### src/design/tbog_pkg.sv
// shared types, constants and helpers of the tdoa bucket outlier gate
`default_nettype none

package tbog_pkg;

   // field widths
   localparam int unsigned POS_W       = 24;
   localparam int unsigned JAC_W       = 20;
   localparam int unsigned LEVEL_W     = 24;
   localparam int unsigned FILL_W      = 4;
   localparam int unsigned HOLD_W      = 8;
   localparam int unsigned OUT_LEVEL_W = 3;
   localparam int unsigned CSR_INDEX_W = 3;
   localparam int unsigned CSR_DATA_W  = 24;
   localparam int unsigned LVL_CNT_W   = 3;

   // datapath widths
   localparam int unsigned OPND_W  = 25;
   localparam int unsigned MUL_W   = 2 * OPND_W;
   localparam int unsigned SEP2_W  = 50;
   localparam int unsigned SQ_W    = 47;
   localparam int unsigned J2_W    = 40;
   localparam int unsigned LVL2_W  = 48;
   localparam int unsigned ACC_W   = 88;
   localparam int unsigned SPLIT_A = 24;
   localparam int unsigned SPLIT_B = 20;
   localparam int unsigned R2_SHIFT = 32;

   // register indexes
   localparam logic [CSR_INDEX_W-1:0] CSR_LEVEL_LAST   = 3'd4;
   localparam logic [CSR_INDEX_W-1:0] CSR_ACCEPT_COUNT = 3'd5;
   localparam logic [CSR_INDEX_W-1:0] CSR_MAX_FILL     = 3'd6;
   localparam logic [CSR_INDEX_W-1:0] CSR_CLOSE_DELAY  = 3'd7;

   localparam logic [FILL_W-1:0] ACCEPT_COUNT_RESET = 4'd3;
   localparam logic [FILL_W-1:0] MAX_FILL_RESET     = 4'd10;
   localparam logic [HOLD_W-1:0] CLOSE_DELAY_RESET  = 8'd30;

   function automatic logic [LEVEL_W-1:0] level_reset(input logic [LVL_CNT_W-1:0] idx);
      logic [LEVEL_W-1:0] val;
      case (idx)
         3'd0:    val = 24'd26214;
         3'd1:    val = 24'd52429;
         3'd2:    val = 24'd78643;
         3'd3:    val = 24'd104858;
         default: val = 24'd131072;
      endcase
      return val;
   endfunction

   typedef enum logic [3:0] {
      OP_NOP,
      OP_SEP_X,
      OP_SEP_Y,
      OP_SEP_Z,
      OP_DD,
      OP_RES,
      OP_JAC_X,
      OP_JAC_Y,
      OP_JAC_Z,
      OP_LVL_SQ,
      OP_P00,
      OP_P01,
      OP_P10,
      OP_P11,
      OP_CMP
   } op_type;

   typedef enum logic [2:0] {
      ST_IDLE,
      ST_PRE,
      ST_GEO,
      ST_LEVEL,
      ST_LDRAIN,
      ST_COMMIT
   } state_type;

   typedef struct packed {
      op_type                op;
      logic [LVL_CNT_W-1:0]  lvl;
      logic                  load;
      logic                  commit;
      logic                  req_ready;
      logic                  rsp_valid;
   } cmd_type;

   typedef struct packed {
      logic geo_ok;
   } status_type;

endpackage

`default_nettype wire

### src/design/tbog_if.sv
// request and response channel interfaces
`default_nettype none

interface tbog_req_if;
   logic                                valid;
   logic                                ready;
   logic signed [tbog_pkg::POS_W-1:0]   anchor_a_x;
   logic signed [tbog_pkg::POS_W-1:0]   anchor_a_y;
   logic signed [tbog_pkg::POS_W-1:0]   anchor_a_z;
   logic signed [tbog_pkg::POS_W-1:0]   anchor_b_x;
   logic signed [tbog_pkg::POS_W-1:0]   anchor_b_y;
   logic signed [tbog_pkg::POS_W-1:0]   anchor_b_z;
   logic signed [tbog_pkg::POS_W-1:0]   distance_diff;
   logic signed [tbog_pkg::POS_W-1:0]   residual;
   logic signed [tbog_pkg::JAC_W-1:0]   jac_x;
   logic signed [tbog_pkg::JAC_W-1:0]   jac_y;
   logic signed [tbog_pkg::JAC_W-1:0]   jac_z;

   modport source (
      output valid, anchor_a_x, anchor_a_y, anchor_a_z, anchor_b_x, anchor_b_y,
             anchor_b_z, distance_diff, residual, jac_x, jac_y, jac_z,
      input  ready
   );
   modport sink (
      input  valid, anchor_a_x, anchor_a_y, anchor_a_z, anchor_b_x, anchor_b_y,
             anchor_b_z, distance_diff, residual, jac_x, jac_y, jac_z,
      output ready
   );
endinterface

interface tbog_rsp_if;
   logic                                  valid;
   logic                                  ready;
   logic                                  sample_good;
   logic                                  geometry_ok;
   logic [tbog_pkg::OUT_LEVEL_W-1:0]      level_index;

   modport source (
      output valid, sample_good, geometry_ok, level_index,
      input  ready
   );
   modport sink (
      input  valid, sample_good, geometry_ok, level_index,
      output ready
   );
endinterface

`default_nettype wire

### src/design/tdoa_bucket_outlier_gate.sv
// TDoA bucket outlier gate: one pass/fail verdict per measurement beat.
// req_bus carries one measurement per beat (valid/ready); rsp_bus returns
// exactly one result beat per accepted measurement, in order.
// csr_wen/csr_index/csr_wdata write the level, bucket and hold-off registers;
// write them only while no measurement is in flight.
// Work runs on one shared 25x25 multiplier: eight squares for geometry,
// residual and Jacobian, then per level one level square and four partial
// products of level^2 * |jac|^2, compared against residual^2 * 2^32.
// A geometry reject skips the level passes and goes straight to the commit;
// one measurement is in the datapath at a time.
// The result sits in an output register, so a new beat is taken while the
// previous result still waits; a stalled receiver only holds the final
// commit of the next measurement until the register frees.
// Reset restores the register defaults, empties all buckets, clears the
// hold-off counter and the previous level, and drops rsp valid.
`default_nettype none

module tdoa_bucket_outlier_gate #(
   parameter int unsigned NUM_LEVELS = 5
) (
   input  wire logic                                clock,
   input  wire logic                                reset,
   tbog_req_if.sink                                 req_bus,
   tbog_rsp_if.source                               rsp_bus,
   input  wire logic                                csr_wen,
   input  wire logic [tbog_pkg::CSR_INDEX_W-1:0]    csr_index,
   input  wire logic [tbog_pkg::CSR_DATA_W-1:0]     csr_wdata
);

   tbog_pkg::cmd_type    cmd;
   tbog_pkg::status_type status;

   tbog_ctrl #(
      .NUM_LEVELS (NUM_LEVELS)
   ) u_ctrl (
      .clock     (clock),
      .reset     (reset),
      .req_valid (req_bus.valid),
      .rsp_ready (rsp_bus.ready),
      .status    (status),
      .cmd       (cmd)
   );

   tbog_dp #(
      .NUM_LEVELS (NUM_LEVELS)
   ) u_dp (
      .clock     (clock),
      .reset     (reset),
      .cmd       (cmd),
      .status    (status),
      .req_bus   (req_bus),
      .rsp_bus   (rsp_bus),
      .csr_wen   (csr_wen),
      .csr_index (csr_index),
      .csr_wdata (csr_wdata)
   );

endmodule

`default_nettype wire

### src/design/tbog_ctrl.sv
// controller state machine: sequences the shared multiplier and the commit
`default_nettype none

module tbog_ctrl #(
   parameter int unsigned NUM_LEVELS = 5
) (
   input  wire logic                 clock,
   input  wire logic                 reset,
   input  wire logic                 req_valid,
   input  wire logic                 rsp_ready,
   input  wire tbog_pkg::status_type status,
   output tbog_pkg::cmd_type         cmd
);

   localparam logic [2:0] PRE_LAST   = 3'd7;
   localparam logic [2:0] LEVEL_LAST = 3'd6;
   localparam logic [tbog_pkg::LVL_CNT_W-1:0] LVL_LAST =
      tbog_pkg::LVL_CNT_W'(NUM_LEVELS - 1);

   tbog_pkg::state_type                 state_ff, state_in;
   logic [2:0]                          step_ff, step_in;
   logic [tbog_pkg::LVL_CNT_W-1:0]      lvl_ff, lvl_in;
   logic                                rsp_valid_ff, rsp_valid_in;
   logic                                out_free;

   assign out_free = !rsp_valid_ff || rsp_ready;

   // next state
   always_comb begin
      state_in = state_ff;
      step_in  = step_ff;
      lvl_in   = lvl_ff;
      case (state_ff)
         tbog_pkg::ST_IDLE: begin
            step_in = '0;
            lvl_in  = '0;
            if (req_valid) begin
               state_in = tbog_pkg::ST_PRE;
            end
         end
         tbog_pkg::ST_PRE: begin
            step_in = step_ff + 3'd1;
            if (step_ff == PRE_LAST) begin
               state_in = tbog_pkg::ST_GEO;
            end
         end
         tbog_pkg::ST_GEO: begin
            step_in = '0;
            lvl_in  = '0;
            state_in = status.geo_ok ? tbog_pkg::ST_LEVEL : tbog_pkg::ST_COMMIT;
         end
         tbog_pkg::ST_LEVEL: begin
            if (step_ff == LEVEL_LAST) begin
               step_in = '0;
               if (lvl_ff == LVL_LAST) begin
                  state_in = tbog_pkg::ST_LDRAIN;
               end else begin
                  lvl_in = lvl_ff + 1'b1;
               end
            end else begin
               step_in = step_ff + 3'd1;
            end
         end
         tbog_pkg::ST_LDRAIN: begin
            state_in = tbog_pkg::ST_COMMIT;
         end
         tbog_pkg::ST_COMMIT: begin
            if (out_free) begin
               state_in = tbog_pkg::ST_IDLE;
            end
         end
         default: begin
            state_in = tbog_pkg::ST_IDLE;
         end
      endcase
   end

   // outputs
   always_comb begin
      cmd           = '0;
      cmd.op        = tbog_pkg::OP_NOP;
      cmd.lvl       = lvl_ff;
      cmd.rsp_valid = rsp_valid_ff;
      case (state_ff)
         tbog_pkg::ST_IDLE: begin
            cmd.req_ready = 1'b1;
            cmd.load      = req_valid;
         end
         tbog_pkg::ST_PRE: begin
            case (step_ff)
               3'd0:    cmd.op = tbog_pkg::OP_SEP_X;
               3'd1:    cmd.op = tbog_pkg::OP_SEP_Y;
               3'd2:    cmd.op = tbog_pkg::OP_SEP_Z;
               3'd3:    cmd.op = tbog_pkg::OP_DD;
               3'd4:    cmd.op = tbog_pkg::OP_RES;
               3'd5:    cmd.op = tbog_pkg::OP_JAC_X;
               3'd6:    cmd.op = tbog_pkg::OP_JAC_Y;
               default: cmd.op = tbog_pkg::OP_JAC_Z;
            endcase
         end
         tbog_pkg::ST_LEVEL: begin
            // bubble after the level square so the partials see it
            case (step_ff)
               3'd0:    cmd.op = tbog_pkg::OP_LVL_SQ;
               3'd2:    cmd.op = tbog_pkg::OP_P00;
               3'd3:    cmd.op = tbog_pkg::OP_P01;
               3'd4:    cmd.op = tbog_pkg::OP_P10;
               3'd5:    cmd.op = tbog_pkg::OP_P11;
               3'd6:    cmd.op = tbog_pkg::OP_CMP;
               default: cmd.op = tbog_pkg::OP_NOP;
            endcase
         end
         tbog_pkg::ST_COMMIT: begin
            cmd.commit = out_free;
         end
         default: begin
            cmd.op = tbog_pkg::OP_NOP;
         end
      endcase
   end

   always_comb begin
      if (cmd.commit) begin
         rsp_valid_in = 1'b1;
      end else if (rsp_ready) begin
         rsp_valid_in = 1'b0;
      end else begin
         rsp_valid_in = rsp_valid_ff;
      end
   end

   always_ff @(posedge clock) begin
      if (reset) begin
         state_ff     <= tbog_pkg::ST_IDLE;
         step_ff      <= '0;
         lvl_ff       <= '0;
         rsp_valid_ff <= 1'b0;
      end else begin
         state_ff     <= state_in;
         step_ff      <= step_in;
         lvl_ff       <= lvl_in;
         rsp_valid_ff <= rsp_valid_in;
      end
   end

   a_accept_starts: assert property (@(posedge clock) disable iff (reset)
      (req_valid && cmd.req_ready) |=> (state_ff == tbog_pkg::ST_PRE))
      else $error("accepted beat did not start the sequence");

   a_commit_shows: assert property (@(posedge clock) disable iff (reset)
      (state_ff == tbog_pkg::ST_COMMIT && out_free) |=> rsp_valid_ff)
      else $error("commit did not raise the response");

   a_level_range: assert property (@(posedge clock) disable iff (reset)
      (state_ff == tbog_pkg::ST_LEVEL) |-> (lvl_ff <= LVL_LAST && step_ff <= LEVEL_LAST))
      else $error("level sequencer out of range");

endmodule

`default_nettype wire

### src/design/tbog_dp.sv
// datapath: operand capture, shared multiplier, accumulators, buckets and result
`default_nettype none

module tbog_dp #(
   parameter int unsigned NUM_LEVELS = 5
) (
   input  wire logic                                   clock,
   input  wire logic                                   reset,
   input  wire tbog_pkg::cmd_type                      cmd,
   output tbog_pkg::status_type                        status,
   tbog_req_if.sink                                    req_bus,
   tbog_rsp_if.source                                  rsp_bus,
   input  wire logic                                   csr_wen,
   input  wire logic [tbog_pkg::CSR_INDEX_W-1:0]       csr_index,
   input  wire logic [tbog_pkg::CSR_DATA_W-1:0]        csr_wdata
);

   localparam int unsigned LVL_W = $clog2(NUM_LEVELS + 1);
   localparam int unsigned IDX_W = (NUM_LEVELS > 1) ? $clog2(NUM_LEVELS) : 1;
   localparam logic [LVL_W-1:0] NONE_CODE = LVL_W'(NUM_LEVELS);
   localparam int unsigned OW = tbog_pkg::OPND_W;
   localparam int unsigned SA = tbog_pkg::SPLIT_A;
   localparam int unsigned SB = tbog_pkg::SPLIT_B;

   // configuration
   logic [tbog_pkg::LEVEL_W-1:0] level_ff [NUM_LEVELS];
   logic [tbog_pkg::LEVEL_W-1:0] level_in [NUM_LEVELS];
   logic [tbog_pkg::FILL_W-1:0]  accept_ff, accept_in;
   logic [tbog_pkg::FILL_W-1:0]  max_fill_ff, max_fill_in;
   logic [tbog_pkg::HOLD_W-1:0]  close_ff, close_in;

   // operands and accumulators
   logic [OW-1:0]                opnd_ff [8];
   logic [OW-1:0]                opnd_in [8];
   logic [OW-1:0]                mul_a, mul_b;
   logic [tbog_pkg::MUL_W-1:0]   mul_ff, mul_in;
   tbog_pkg::op_type             op_d_ff;
   logic [tbog_pkg::LVL_CNT_W-1:0] lvl_d_ff;
   logic [tbog_pkg::SEP2_W-1:0]  sep2_ff, sep2_in;
   logic [tbog_pkg::SQ_W-1:0]    dd2_ff, dd2_in;
   logic [tbog_pkg::SQ_W-1:0]    r2_ff, r2_in;
   logic [tbog_pkg::J2_W-1:0]    j2_ff, j2_in;
   logic [tbog_pkg::LVL2_W-1:0]  lvl2_ff, lvl2_in;
   logic [tbog_pkg::ACC_W-1:0]   acc_ff, acc_in;
   logic [tbog_pkg::ACC_W-1:0]   r2_scaled;
   logic                         below_ff [NUM_LEVELS];
   logic                         below_in [NUM_LEVELS];

   // gate state
   logic [tbog_pkg::FILL_W-1:0]  bucket_ff [NUM_LEVELS];
   logic [tbog_pkg::FILL_W-1:0]  bucket_in [NUM_LEVELS];
   logic [tbog_pkg::FILL_W-1:0]  fill_new [NUM_LEVELS];
   logic [tbog_pkg::HOLD_W-1:0]  hold_ff, hold_in;
   logic [LVL_W-1:0]             prev_ff, prev_in;
   logic [LVL_W-1:0]             sel, idx;
   logic [tbog_pkg::HOLD_W-1:0]  hold_next;
   logic                         good;

   // result register
   logic                               out_good_ff, out_good_in;
   logic                               out_geo_ff, out_geo_in;
   logic [tbog_pkg::OUT_LEVEL_W-1:0]   out_level_ff, out_level_in;

   function automatic logic [OW-1:0] abs_val(input logic [OW-1:0] v);
      return v[OW-1] ? (~v + OW'(1)) : v;
   endfunction

   assign req_bus.ready       = cmd.req_ready;
   assign rsp_bus.valid       = cmd.rsp_valid;
   assign rsp_bus.sample_good = out_good_ff;
   assign rsp_bus.geometry_ok = out_geo_ff;
   assign rsp_bus.level_index = out_level_ff;

   assign status.geo_ok = tbog_pkg::SEP2_W'(dd2_ff) < sep2_ff;

   // configuration writes
   always_comb begin
      for (int i = 0; i < NUM_LEVELS; i++) begin
         level_in[i] = level_ff[i];
         if (i <= int'(tbog_pkg::CSR_LEVEL_LAST) && csr_wen &&
             csr_index == tbog_pkg::CSR_INDEX_W'(i)) begin
            level_in[i] = csr_wdata;
         end
      end
      accept_in   = accept_ff;
      max_fill_in = max_fill_ff;
      close_in    = close_ff;
      if (csr_wen) begin
         case (csr_index)
            tbog_pkg::CSR_ACCEPT_COUNT: accept_in   = csr_wdata[tbog_pkg::FILL_W-1:0];
            tbog_pkg::CSR_MAX_FILL:     max_fill_in = csr_wdata[tbog_pkg::FILL_W-1:0];
            tbog_pkg::CSR_CLOSE_DELAY:  close_in    = csr_wdata[tbog_pkg::HOLD_W-1:0];
            default:                    accept_in   = accept_ff;
         endcase
      end
   end

   // capture: absolute anchor separations and magnitudes
   always_comb begin
      for (int i = 0; i < 8; i++) begin
         opnd_in[i] = opnd_ff[i];
      end
      if (cmd.load) begin
         opnd_in[0] = abs_val(OW'(req_bus.anchor_a_x) - OW'(req_bus.anchor_b_x));
         opnd_in[1] = abs_val(OW'(req_bus.anchor_a_y) - OW'(req_bus.anchor_b_y));
         opnd_in[2] = abs_val(OW'(req_bus.anchor_a_z) - OW'(req_bus.anchor_b_z));
         opnd_in[3] = abs_val(OW'(req_bus.distance_diff));
         opnd_in[4] = abs_val(OW'(req_bus.residual));
         opnd_in[5] = abs_val(OW'(req_bus.jac_x));
         opnd_in[6] = abs_val(OW'(req_bus.jac_y));
         opnd_in[7] = abs_val(OW'(req_bus.jac_z));
      end
   end

   // multiplier operand select
   always_comb begin
      case (cmd.op)
         tbog_pkg::OP_SEP_X: begin mul_a = opnd_ff[0]; mul_b = opnd_ff[0]; end
         tbog_pkg::OP_SEP_Y: begin mul_a = opnd_ff[1]; mul_b = opnd_ff[1]; end
         tbog_pkg::OP_SEP_Z: begin mul_a = opnd_ff[2]; mul_b = opnd_ff[2]; end
         tbog_pkg::OP_DD:    begin mul_a = opnd_ff[3]; mul_b = opnd_ff[3]; end
         tbog_pkg::OP_RES:   begin mul_a = opnd_ff[4]; mul_b = opnd_ff[4]; end
         tbog_pkg::OP_JAC_X: begin mul_a = opnd_ff[5]; mul_b = opnd_ff[5]; end
         tbog_pkg::OP_JAC_Y: begin mul_a = opnd_ff[6]; mul_b = opnd_ff[6]; end
         tbog_pkg::OP_JAC_Z: begin mul_a = opnd_ff[7]; mul_b = opnd_ff[7]; end
         tbog_pkg::OP_LVL_SQ: begin
            mul_a = OW'(level_ff[cmd.lvl[IDX_W-1:0]]);
            mul_b = mul_a;
         end
         tbog_pkg::OP_P00: begin
            mul_a = OW'(lvl2_ff[SA-1:0]);
            mul_b = OW'(j2_ff[SB-1:0]);
         end
         tbog_pkg::OP_P01: begin
            mul_a = OW'(lvl2_ff[SA-1:0]);
            mul_b = OW'(j2_ff[tbog_pkg::J2_W-1:SB]);
         end
         tbog_pkg::OP_P10: begin
            mul_a = OW'(lvl2_ff[tbog_pkg::LVL2_W-1:SA]);
            mul_b = OW'(j2_ff[SB-1:0]);
         end
         tbog_pkg::OP_P11: begin
            mul_a = OW'(lvl2_ff[tbog_pkg::LVL2_W-1:SA]);
            mul_b = OW'(j2_ff[tbog_pkg::J2_W-1:SB]);
         end
         default: begin
            mul_a = '0;
            mul_b = '0;
         end
      endcase
      mul_in = mul_a * mul_b;
   end

   // accumulate stage, fed by the registered product and op of the multiplier
   assign r2_scaled = tbog_pkg::ACC_W'({r2_ff, {tbog_pkg::R2_SHIFT{1'b0}}});

   always_comb begin
      sep2_in = sep2_ff;
      dd2_in  = dd2_ff;
      r2_in   = r2_ff;
      j2_in   = j2_ff;
      lvl2_in = lvl2_ff;
      acc_in  = acc_ff;
      for (int i = 0; i < NUM_LEVELS; i++) begin
         below_in[i] = below_ff[i];
      end
      case (op_d_ff)
         tbog_pkg::OP_SEP_X:  sep2_in = mul_ff;
         tbog_pkg::OP_SEP_Y,
         tbog_pkg::OP_SEP_Z:  sep2_in = sep2_ff + mul_ff;
         tbog_pkg::OP_DD:     dd2_in  = mul_ff[tbog_pkg::SQ_W-1:0];
         tbog_pkg::OP_RES:    r2_in   = mul_ff[tbog_pkg::SQ_W-1:0];
         tbog_pkg::OP_JAC_X:  j2_in   = mul_ff[tbog_pkg::J2_W-1:0];
         tbog_pkg::OP_JAC_Y,
         tbog_pkg::OP_JAC_Z:  j2_in   = j2_ff + mul_ff[tbog_pkg::J2_W-1:0];
         tbog_pkg::OP_LVL_SQ: lvl2_in = mul_ff[tbog_pkg::LVL2_W-1:0];
         tbog_pkg::OP_P00:    acc_in  = tbog_pkg::ACC_W'(mul_ff);
         tbog_pkg::OP_P01:    acc_in  = acc_ff + (tbog_pkg::ACC_W'(mul_ff) << SB);
         tbog_pkg::OP_P10:    acc_in  = acc_ff + (tbog_pkg::ACC_W'(mul_ff) << SA);
         tbog_pkg::OP_P11:    acc_in  = acc_ff + (tbog_pkg::ACC_W'(mul_ff) << (SA + SB));
         // err < level  <=>  r2 * 2^32 < level^2 * j2
         tbog_pkg::OP_CMP:    below_in[lvl_d_ff[IDX_W-1:0]] = r2_scaled < acc_ff;
         default:             acc_in  = acc_ff;
      endcase
   end

   // bucket update, level select and hold-off
   always_comb begin
      for (int i = 0; i < NUM_LEVELS; i++) begin
         if (below_ff[i]) begin
            fill_new[i] = (bucket_ff[i] != '0) ? bucket_ff[i] - 1'b1 : bucket_ff[i];
         end else begin
            fill_new[i] = (bucket_ff[i] < max_fill_ff) ? bucket_ff[i] + 1'b1 : bucket_ff[i];
         end
      end
      sel = NONE_CODE;
      for (int i = NUM_LEVELS - 1; i >= 0; i--) begin
         if (fill_new[i] < accept_ff) begin
            sel = LVL_W'(i);
         end
      end
      idx       = sel;
      hold_next = hold_ff;
      if (sel > prev_ff) begin
         hold_next = close_ff;
      end else if (sel < prev_ff && hold_ff != '0) begin
         hold_next = hold_ff - 1'b1;
         idx       = prev_ff;
      end
      good = (idx >= NONE_CODE) ? 1'b1 : below_ff[idx[IDX_W-1:0]];
   end

   always_comb begin
      for (int i = 0; i < NUM_LEVELS; i++) begin
         bucket_in[i] = bucket_ff[i];
      end
      hold_in      = hold_ff;
      prev_in      = prev_ff;
      out_good_in  = out_good_ff;
      out_geo_in   = out_geo_ff;
      out_level_in = out_level_ff;
      if (cmd.commit) begin
         if (status.geo_ok) begin
            for (int i = 0; i < NUM_LEVELS; i++) begin
               bucket_in[i] = fill_new[i];
            end
            hold_in      = hold_next;
            prev_in      = idx;
            out_good_in  = good;
            out_geo_in   = 1'b1;
            out_level_in = tbog_pkg::OUT_LEVEL_W'(idx);
         end else begin
            out_good_in  = 1'b0;
            out_geo_in   = 1'b0;
            out_level_in = tbog_pkg::OUT_LEVEL_W'(prev_ff);
         end
      end
   end

   always_ff @(posedge clock) begin
      if (reset) begin
         for (int i = 0; i < NUM_LEVELS; i++) begin
            level_ff[i]  <= tbog_pkg::level_reset(tbog_pkg::LVL_CNT_W'(i));
            bucket_ff[i] <= '0;
         end
         accept_ff   <= tbog_pkg::ACCEPT_COUNT_RESET;
         max_fill_ff <= tbog_pkg::MAX_FILL_RESET;
         close_ff    <= tbog_pkg::CLOSE_DELAY_RESET;
         hold_ff     <= '0;
         prev_ff     <= '0;
         op_d_ff     <= tbog_pkg::OP_NOP;
      end else begin
         for (int i = 0; i < NUM_LEVELS; i++) begin
            level_ff[i]  <= level_in[i];
            bucket_ff[i] <= bucket_in[i];
         end
         accept_ff   <= accept_in;
         max_fill_ff <= max_fill_in;
         close_ff    <= close_in;
         hold_ff     <= hold_in;
         prev_ff     <= prev_in;
         op_d_ff     <= cmd.op;
      end
   end

   always_ff @(posedge clock) begin
      for (int i = 0; i < 8; i++) begin
         opnd_ff[i] <= opnd_in[i];
      end
      for (int i = 0; i < NUM_LEVELS; i++) begin
         below_ff[i] <= below_in[i];
      end
      lvl_d_ff     <= cmd.lvl;
      mul_ff       <= mul_in;
      sep2_ff      <= sep2_in;
      dd2_ff       <= dd2_in;
      r2_ff        <= r2_in;
      j2_ff        <= j2_in;
      lvl2_ff      <= lvl2_in;
      acc_ff       <= acc_in;
      out_good_ff  <= out_good_in;
      out_geo_ff   <= out_geo_in;
      out_level_ff <= out_level_in;
   end

   a_prev_range: assert property (@(posedge clock) disable iff (reset)
      prev_ff <= NONE_CODE)
      else $error("previous level beyond the none code");

   a_reject_keeps_state: assert property (@(posedge clock) disable iff (reset)
      (cmd.commit && !status.geo_ok) |=> ($stable(prev_ff) && $stable(hold_ff)))
      else $error("geometry reject changed the gate state");

   a_level_reported: assert property (@(posedge clock) disable iff (reset)
      cmd.commit |=> (out_level_ff == tbog_pkg::OUT_LEVEL_W'(prev_ff)))
      else $error("reported level differs from the stored level");

endmodule

`default_nettype wire

### src/flat_wrapper.sv
// flat-port wrapper written by rule: the top's interface ports become plain ports
module tdoa_bucket_outlier_gate_flat 
#(
   parameter int unsigned NUM_LEVELS = 5
)
  (clock, reset, csr_wen, csr_index, csr_wdata, req_bus_valid, req_bus_anchor_a_x, req_bus_anchor_a_y, req_bus_anchor_a_z, req_bus_anchor_b_x, req_bus_anchor_b_y, req_bus_anchor_b_z, req_bus_distance_diff, req_bus_residual, req_bus_jac_x, req_bus_jac_y, req_bus_jac_z, req_bus_ready, rsp_bus_valid, rsp_bus_sample_good, rsp_bus_geometry_ok, rsp_bus_level_index, rsp_bus_ready);
  tbog_req_if req_bus_i ();
  tbog_rsp_if rsp_bus_i ();
  input  wire logic clock;
  input  wire logic reset;
  input  wire logic csr_wen;
  input  wire logic [tbog_pkg::CSR_INDEX_W-1:0] csr_index;
  input  wire logic [tbog_pkg::CSR_DATA_W-1:0] csr_wdata;
  input wire logic [$bits(req_bus_i.valid)-1:0] req_bus_valid;
  input wire logic [$bits(req_bus_i.anchor_a_x)-1:0] req_bus_anchor_a_x;
  input wire logic [$bits(req_bus_i.anchor_a_y)-1:0] req_bus_anchor_a_y;
  input wire logic [$bits(req_bus_i.anchor_a_z)-1:0] req_bus_anchor_a_z;
  input wire logic [$bits(req_bus_i.anchor_b_x)-1:0] req_bus_anchor_b_x;
  input wire logic [$bits(req_bus_i.anchor_b_y)-1:0] req_bus_anchor_b_y;
  input wire logic [$bits(req_bus_i.anchor_b_z)-1:0] req_bus_anchor_b_z;
  input wire logic [$bits(req_bus_i.distance_diff)-1:0] req_bus_distance_diff;
  input wire logic [$bits(req_bus_i.residual)-1:0] req_bus_residual;
  input wire logic [$bits(req_bus_i.jac_x)-1:0] req_bus_jac_x;
  input wire logic [$bits(req_bus_i.jac_y)-1:0] req_bus_jac_y;
  input wire logic [$bits(req_bus_i.jac_z)-1:0] req_bus_jac_z;
  output wire logic [$bits(req_bus_i.ready)-1:0] req_bus_ready;
  output wire logic [$bits(rsp_bus_i.valid)-1:0] rsp_bus_valid;
  output wire logic [$bits(rsp_bus_i.sample_good)-1:0] rsp_bus_sample_good;
  output wire logic [$bits(rsp_bus_i.geometry_ok)-1:0] rsp_bus_geometry_ok;
  output wire logic [$bits(rsp_bus_i.level_index)-1:0] rsp_bus_level_index;
  input wire logic [$bits(rsp_bus_i.ready)-1:0] rsp_bus_ready;
  assign req_bus_i.valid = req_bus_valid;
  assign req_bus_i.anchor_a_x = req_bus_anchor_a_x;
  assign req_bus_i.anchor_a_y = req_bus_anchor_a_y;
  assign req_bus_i.anchor_a_z = req_bus_anchor_a_z;
  assign req_bus_i.anchor_b_x = req_bus_anchor_b_x;
  assign req_bus_i.anchor_b_y = req_bus_anchor_b_y;
  assign req_bus_i.anchor_b_z = req_bus_anchor_b_z;
  assign req_bus_i.distance_diff = req_bus_distance_diff;
  assign req_bus_i.residual = req_bus_residual;
  assign req_bus_i.jac_x = req_bus_jac_x;
  assign req_bus_i.jac_y = req_bus_jac_y;
  assign req_bus_i.jac_z = req_bus_jac_z;
  assign req_bus_ready = req_bus_i.ready;
  assign rsp_bus_valid = rsp_bus_i.valid;
  assign rsp_bus_sample_good = rsp_bus_i.sample_good;
  assign rsp_bus_geometry_ok = rsp_bus_i.geometry_ok;
  assign rsp_bus_level_index = rsp_bus_i.level_index;
  assign rsp_bus_i.ready = rsp_bus_ready;
  tdoa_bucket_outlier_gate #(.NUM_LEVELS(NUM_LEVELS)) u_core (.clock(clock), .reset(reset), .req_bus(req_bus_i), .rsp_bus(rsp_bus_i), .csr_wen(csr_wen), .csr_index(csr_index), .csr_wdata(csr_wdata));
endmodule
### config.mk
export PLATFORM = sky130hd
export DESIGN_NAME = tdoa_bucket_outlier_gate_flat
export DESIGN_NICKNAME = d
export VERILOG_FILES = /design/src/design/tbog_pkg.sv /design/src/design/tbog_if.sv /design/src/design/tdoa_bucket_outlier_gate.sv /design/src/design/tbog_ctrl.sv /design/src/design/tbog_dp.sv /design/src/flat_wrapper.sv
export SDC_FILE = /design/constraint.sdc
export NUM_CORES = 2
export LEC_CHECK = 0
export CORE_AREA = 2 2 415 417
export CTS_CLUSTER_DIAMETER = 60
export DETAILED_ROUTE_END_ITERATION = 6
export DIE_AREA = 0 0 417 419
export DONT_BUFFER_PORTS = 1
export HOLD_SLACK_MARGIN = 0.12
export PLACE_DENSITY = 0.65
export SKIP_CTS_REPAIR_TIMING = 1
export SLEW_MARGIN = 5
export SYNTH_ARGS = -nofsm -noshare
export SYNTH_HDL_FRONTEND = slang
export SYNTH_SLANG_ARGS = --single-unit
### constraint.sdc
create_clock -name clock -period 12.6 [get_ports clock]
set_input_delay 2.52 -clock clock [delete_from_list [all_inputs] [get_ports clock]]
set_output_delay 2.52 -clock clock [all_outputs]
set_load 0.1 [all_outputs]
After elaboration in Yosys (flattened, before gate mapping)

Memory sizes are Yosys's and may differ from the RTL's. A register that Yosys moved wholly into a read port is not among the register bits.
Cells that the tools add are included.

Bits in registers: 419
Memory bits (writable): 345
Memories: 4

Add/sub/neg operators: 29
Multiply operators: 1
$lt $le $gt $ge: 17
Equality and inequality tests: 58
Multiplexer cells: 92
Bitwise gates (word level): 19
Reduce and logical (&&, ||, !) cells: 43

Memories:

| name                  | depth | width | read ports | clocked after memory_dff | write ports | RTL line      | source |
|---|---|---|---|---|---|---|---|
| u_core.u_dp.opnd_ff   | 8     | 25    | 8          | 0                        | 8           | tbog_dp.sv:33 | `logic [OW-1:0] opnd_ff [8];` |
| u_core.u_dp.level_ff  | 5     | 24    | 1          | 1                        | 5           | tbog_dp.sv:26 | `logic [tbog_pkg::LEVEL_W-1:0] level_ff [NUM_LEVELS];` |
| u_core.u_dp.bucket_ff | 5     | 4     | 5          | 0                        | 5           | tbog_dp.sv:50 | `logic [tbog_pkg::FILL_W-1:0] bucket_ff [NUM_LEVELS];` |
| u_core.u_dp.below_ff  | 5     | 1     | 6          | 0                        | 5           | tbog_dp.sv:46 | `logic below_ff [NUM_LEVELS];` |

Operator list:

| operator                                                         | count |
|---|---|
| 25-bit one-hot mux with 11 select lines                          | 2 |
| 24-bit two-way mux                                               | 15 |
| 88-bit one-hot mux with 4 select lines                           | 1 |
| 25-bit by 1-bit adder with 25-bit output (second input constant) | 8 |
| 200-bit two-way mux                                              | 1 |
| 25-bit two-way mux                                               | 8 |
| 25-bit NOT                                                       | 8 |
| 50-bit one-hot mux with 2 select lines                           | 1 |
| 88-bit by 70-bit adder with 88-bit output                        | 1 |
| 88-bit by 74-bit adder with 88-bit output                        | 1 |
| 88-bit adder                                                     | 1 |
| 79-bit by 88-bit < comparator with 1-bit output                  | 1 |
| 4-bit two-way mux                                                | 20 |
| 40-bit one-hot mux with 2 select lines                           | 1 |
| 24-bit by 24-bit subtractor with 25-bit output                   | 3 |
| 3-bit two-way mux                                                | 18 |
| 4-bit equality test (second input constant)                      | 13 |
| 50-bit adder                                                     | 1 |
| 47-bit by 50-bit < comparator with 1-bit output                  | 1 |
| 25-bit by 25-bit multiplier with 50-bit output                   | 1 |
| 40-bit adder                                                     | 1 |
| 4-bit < comparator                                               | 10 |
| 20-bit two-way mux                                               | 2 |
| 3-bit equality test (second input constant)                      | 11 |
| other kinds (41)                                                 | 129 |

Longest topological paths before layout

An unclocked memory read counts as a cell.

Depth after elaboration: 16
Mapped depth: 44
Depth with buffers taken out: 39

Modules after synthesis

From an unflattened synthesis, not the netlist that was laid out.

Cells, all modules: 7818
Area total of the unflattened synthesis: 73219.0 um^2

By module, submodules not included:

| module    | instances | cells an instance | area an instance (um^2) | sequential area each (um^2) |
|---|---|---|---|---|
| tbog_dp   | 1         | 7718              | 72398.2                 | 21600.7 |
| tbog_ctrl | 1         | 100               | 820.8                   | 200.2 |

Worst setup path before layout

Ideal clock, no wire load.

Path kind: reg2reg
Start point: register u_core.u_ctrl.step_ff[0]
End point: register u_core.u_dp.mul_ff[49] (netlist bit)
Library setup time: 0.072 ns
Data arrival time: 9.616 ns
Required time: 12.528 ns
Slack: 2.912 ns
Stages on the path, launching flop included: 40
Buffers on the path: 3
Cell sequence: dfxtp_1 > ha_1 > ha_1 > or3_4 > o21ai_0 > a21oi_2 > nor3_1 > clkbuf_1 > buf_2 > a221oi_1 > nand3_1 > a221o_1 > buf_2 > nand2_1 > fa_1 > inv_1 > fa_1 > inv_1 > (+4 left out) > fa_1 > inv_1 > fa_1 > inv_1 > fa_1 > inv_1 > ha_1 > and3_1 > and2_1 > a221oi_1 > o311a_1 > o311ai_1 > a221oi_1 > o21ai_1 > a311oi_2 > o21ai_0 > a21oi_1 > xnor2_1

Word-level cells in the longest chain between the ends: 7
Elaborated cells on any way between the ends: 30
Those cells by class: mul: 1; eq/ne: 19; mux: 5; reduce/logical: 5

RTL lines:

| what                                                                                                  | RTL line                          | source |
|---|---|---|
| start, declared                                                                                       | tbog_ctrl.sv:21                   | `logic [2:0] step_ff, step_in;` |
| start signal, assigned                                                                                | tbog_ctrl.sv:140                  | `step_ff <= step_in;` |
| 3-bit equality test, or another cell as far along                                                     | tbog_ctrl.sv:90, tbog_ctrl.sv:103 |  |
| 4-bit one-hot mux with 7 select lines / 4-bit one-hot mux with 6 select lines (equally long branches) | tbog_ctrl.sv:90, tbog_ctrl.sv:103 |  |
| 4-bit one-hot mux with 2 select lines (*)                                                             | tbog_ctrl.sv:84                   | `case (state_ff)` |
| 4-bit equality test                                                                                   | tbog_dp.sv:117                    | `case (cmd.op)` |
| 2-bit OR reduction (no source line)                                                                   | n/a                               |  |
| 25-bit one-hot mux with 11 select lines                                                               | tbog_dp.sv:117                    |  |
| 25-bit by 25-bit multiplier with 50-bit output (*)                                                    | tbog_dp.sv:151                    | `mul_in = mul_a * mul_b;` |
| net u_core.u_dp.mul_in, one bit                                                                       | tbog_dp.sv:36                     | `logic [tbog_pkg::MUL_W-1:0] mul_ff, mul_in;` |
| end signal, assigned                                                                                  | tbog_dp.sv:274                    | `mul_ff <= mul_in;` |
| end, declared                                                                                         | tbog_dp.sv:36                     |  |

Mark *: on every way through the listed nets, which the timed path passes. The rest lies on a longest branch.
A chain may end at the register's enable or synchronous reset.

Worst setup path in the final report

Start point: register u_core.u_ctrl.step_ff[2]
End point: register u_core.u_dp.mul_ff[49] (netlist bit)

Same word-level chain as after synthesis.

==> results.md <==
- Synth top area cells: edfxtp_1, fa_1, ha_1
- FP Rows: 152
- Average size of a mapped cell: 9.450 um^2
- Worst Path Arrival: 12.61 ns
- Post-Route WL: 241.9 mm
- Slowest CP cell: a221o_1
- CP most frequent cell: inv_1
- Htree depth: 3
- Die Ht: 419 um
- Worst path max stage delay: 0.97 ns
- Hold Path Depth: 0
- Fin nets: 9156
- Initial core utilization: 42.62%
- Total power divided by cell area: 172.0 nW/um^2
- Clock Sinks: 767
- Worst hold start: u_core.u_ctrl.lvl_ff[1]
- Share of the synthesized area in the top cell type: 26.85%
- Crit share post-route: 95.00%
- Setup crit start kind: flip-flop
- Core box area: 170600 um^2
- Actual slew at the worst max-slew pin: 1.242 ns
- Hold Violations, Final: 0
- DR WL/cell: 24.16 um
- P&R area growth vs syn: 8.666%
- Worst Hold Class: reg2reg
- Hold path endpoint: u_core.u_dp.lvl_d_ff[1]
- Crit. End Element: flip-flop
- Clk root buf: clkbuf_16
- Post-Layout Inst Area: 79000 um^2
- GPL Wtd Cong: 1.041
- HPWL Detailed: 183.6 mm
- Post-route ant nets: 0
- WP data required: 13.24 ns
- Clk slew on worst S/H paths: 0.06 ns
- Via Count: 59407
- Max Slew Vio Count: 0
- Commonest cells after routing, fill and taps aside: inv_1, nand2_1, edfxtp_1
- Die area: 174700 um^2
- Synthesized area: 72700 um^2
- Clock buffer depth: 3
- Final setup viols: 0
- Status: completed
- CTS tree: yes
- Worst Reg-to-Reg Cells: 37
- Vias in the first global route: 58564
- Skew final: 0.04884 ns
- Commonest non-fill, non-tap cell in the layout: inv_1
- Max Clk Rate: 0.08354 GHz
- DRC errors left: 0
- GRT overflow: 0
- Largest net degree at the start of global routing: 76
- Initial antenna violation count: 15
- Port Buffers: 0
- Max-cap violations: 0
- Peak ir drop on the vdd network: 149.8 uV
- Post-Syn Instances: 7693
- Die Width: 417 um
- Asr flop ratio synth: 0%
- Rel. slew slack: 17.19%
- R2R Path End: u_core.u_dp.mul_ff[49]
- Crit path max fanout: 25
- Leak: 34.12 nW
- RSZ-0062 raised after global routing: false
- Seq/Total Area, Yosys: 30.07%
- Fin crit period: 11.97 ns
- Internal reg-to-reg setup slack: 0.63 ns
- Number of synthesized flops with an enable pin: 650
- Setup_tns: 0 ns
- CTS Buf Count: 94
- DP Area: 75670 um^2
- Synth Warn #: 0
- Layout cells sized above 1: 6.081%
- Worst-Skew Late Latency: 0.75 ns
- CP Class: reg2reg
- First-pass DRT Iterations: 6
- FF-to-FF Start: u_core.u_ctrl.step_ff[2]
- # fillers: 15918
- Io pins: 291
- Via density: 5.933
- Iter 0 DRT Violations: 6025
- First-pass GRT wire length: 363.3 mm
- Post-synth top flop: edfxtp_1
- Synth area leader: edfxtp_1
- GR Util All Layers: 27.46%
- #FFs+latches synth: 767
- Synth unique cells: 111
registers in the layout, indices dropped and copies added, names as in the netlist, 3 cells and up, named ones only:
register,count
u_core.u_dp.close_ff,8
u_core.u_ctrl.state_ff,3
u_core.u_dp.bucket_ff,20
u_core.u_dp.opnd_ff,200
u_core.u_ctrl.lvl_ff,3
u_core.u_dp.mul_ff,50
u_core.u_dp.hold_ff,8
u_core.u_ctrl.step_ff,3
u_core.u_dp.below_ff,5
u_core.u_dp.lvl2_ff,48
u_core.u_dp.rsp_bus.level_index,3
u_core.u_dp.max_fill_ff,4
u_core.u_dp.lvl_d_ff,3
u_core.u_dp.r2_ff,47
u_core.u_dp.op_d_ff,4
u_core.u_dp.level_ff,120
u_core.u_dp.acc_ff,88
u_core.u_dp.j2_ff,40
u_core.u_dp.accept_ff,4
u_core.u_dp.dd2_ff,47
u_core.u_dp.sep2_ff,50
u_core.u_dp.prev_ff,3
critical path, delay by kind of cell (launching register included):
kind            cells  cell delay, ns
fa+ha+maj           9            4.19
compound gates     11            4.14
simple gates        8            2.45
buf+inv             8            0.46
flops               1            0.44
xor+xnor            1            0.14
power by group:
| group | internal, mW | leakage [nW] | switching, mW |
|---|---|---|---|
| Sequential | 3.13 | 7.00 | 0.180 |
| Combinational | 2.69 | 25.5 | 4.72 |
| Clock | 1.67 | 1.62 | 1.20 |
layout make-up:
type	instances	area, um^2	share of cell area [%]
antenna	2	5.005	0.006335
timing repair buffer	155	1184	1.498
clock inverter	60	694.4	0.8790
clock buffer	118	2623	3.320
sequential	767	21860	27.67
multi-input combinational	5676	46080	58.32
inverter	1002	3761	4.761
tap	2233	2794	3.537
routing by layer:
metal | vias up | global-route usage [%] | wire [um]
met5 | - | 0 | 75
met4 | 12 | 14.55 | 14750
met3 | 644 | 5.999 | 21900
met2 | 2825 | 43.60 | 108700
met1 | 29066 | 35.04 | 96480
li1 | 26860 | - | -
Yosys cell counts, types with 15 or more instances:
cell type	number
inv_1	997
nand2_1	856
edfxtp_1	650
ha_1	642
fa_1	534
nor2_1	503
a21oi_1	452
o21ai_0	396
xnor2_1	306
a21o_1	182
clkbuf_1	166
xor2_1	163
nand3_1	128
dfxtp_1	117
and2_1	113
nor3_1	103
nand2b_1	89
buf_2	76
a22oi_1	71
nand4_1	63
nor2b_1	63
a211oi_1	58
o21bai_1	56
and3_1	53
a221o_1	51
a31oi_1	51
a221oi_1	49
o31ai_1	49
or3_1	45
mux2i_1	44
o21a_1	42
o211ai_1	31
a222oi_1	29
nor4_1	28
mux4_2	24
o221ai_1	23
or4_1	23
or2_2	21
a211o_1	20
a221oi_2	17
a21boi_0	15
cell families after synthesis:
logic type | share of synthesized area [%]
muxes | 1.520
adders and majority gates | 25.75
other | 0.005158
AOI/OAI and AO/OA | 16.37
DFF | 30.07
buffers and inverters | 6.781
and+or+nand+nor | 13.82
xor gates and xnor gates | 5.673
how the worst max path moves through the flow:
stage | startpoint | end | slack (ns) | cells past startpoint
floorplan | u_core.u_ctrl.step_ff[0] | u_core.u_dp.mul_ff[49] | 2.91 | 39
global placement | u_core.u_ctrl.step_ff[0] | u_core.u_dp.mul_ff[49] | 0.99 | 37
detailed placement | u_core.u_ctrl.step_ff[0] | u_core.u_dp.mul_ff[49] | 0.85 | 34
CTS | u_core.u_ctrl.step_ff[0] | u_core.u_dp.mul_ff[49] | 0.75 | 34
global route | u_core.u_ctrl.step_ff[2] | u_core.u_dp.mul_ff[49] | 0.04 | 37
finish | u_core.u_ctrl.step_ff[2] | u_core.u_dp.mul_ff[49] | 0.63 | 37
per-stage QoR:
step           hold WS [ns]  setup slack (ns)  instances  utilization (%)  total power [mW]
2_1_floorplan        0.3546             2.912       7709                -             8.292
3_3_place_gp         0.3759            0.9895       9833            44.36             10.50
3_5_place_dp         0.3795            0.8522       9833            44.36             10.60
4_1_cts              0.3904            0.7548      10011            46.30             13.52
5_1_grt              0.3899           0.04490      10011            46.30             14.43
6_report             0.3858            0.6295      10013            46.31             13.59
Note: power is estimated with default switching activity, not from simulation.
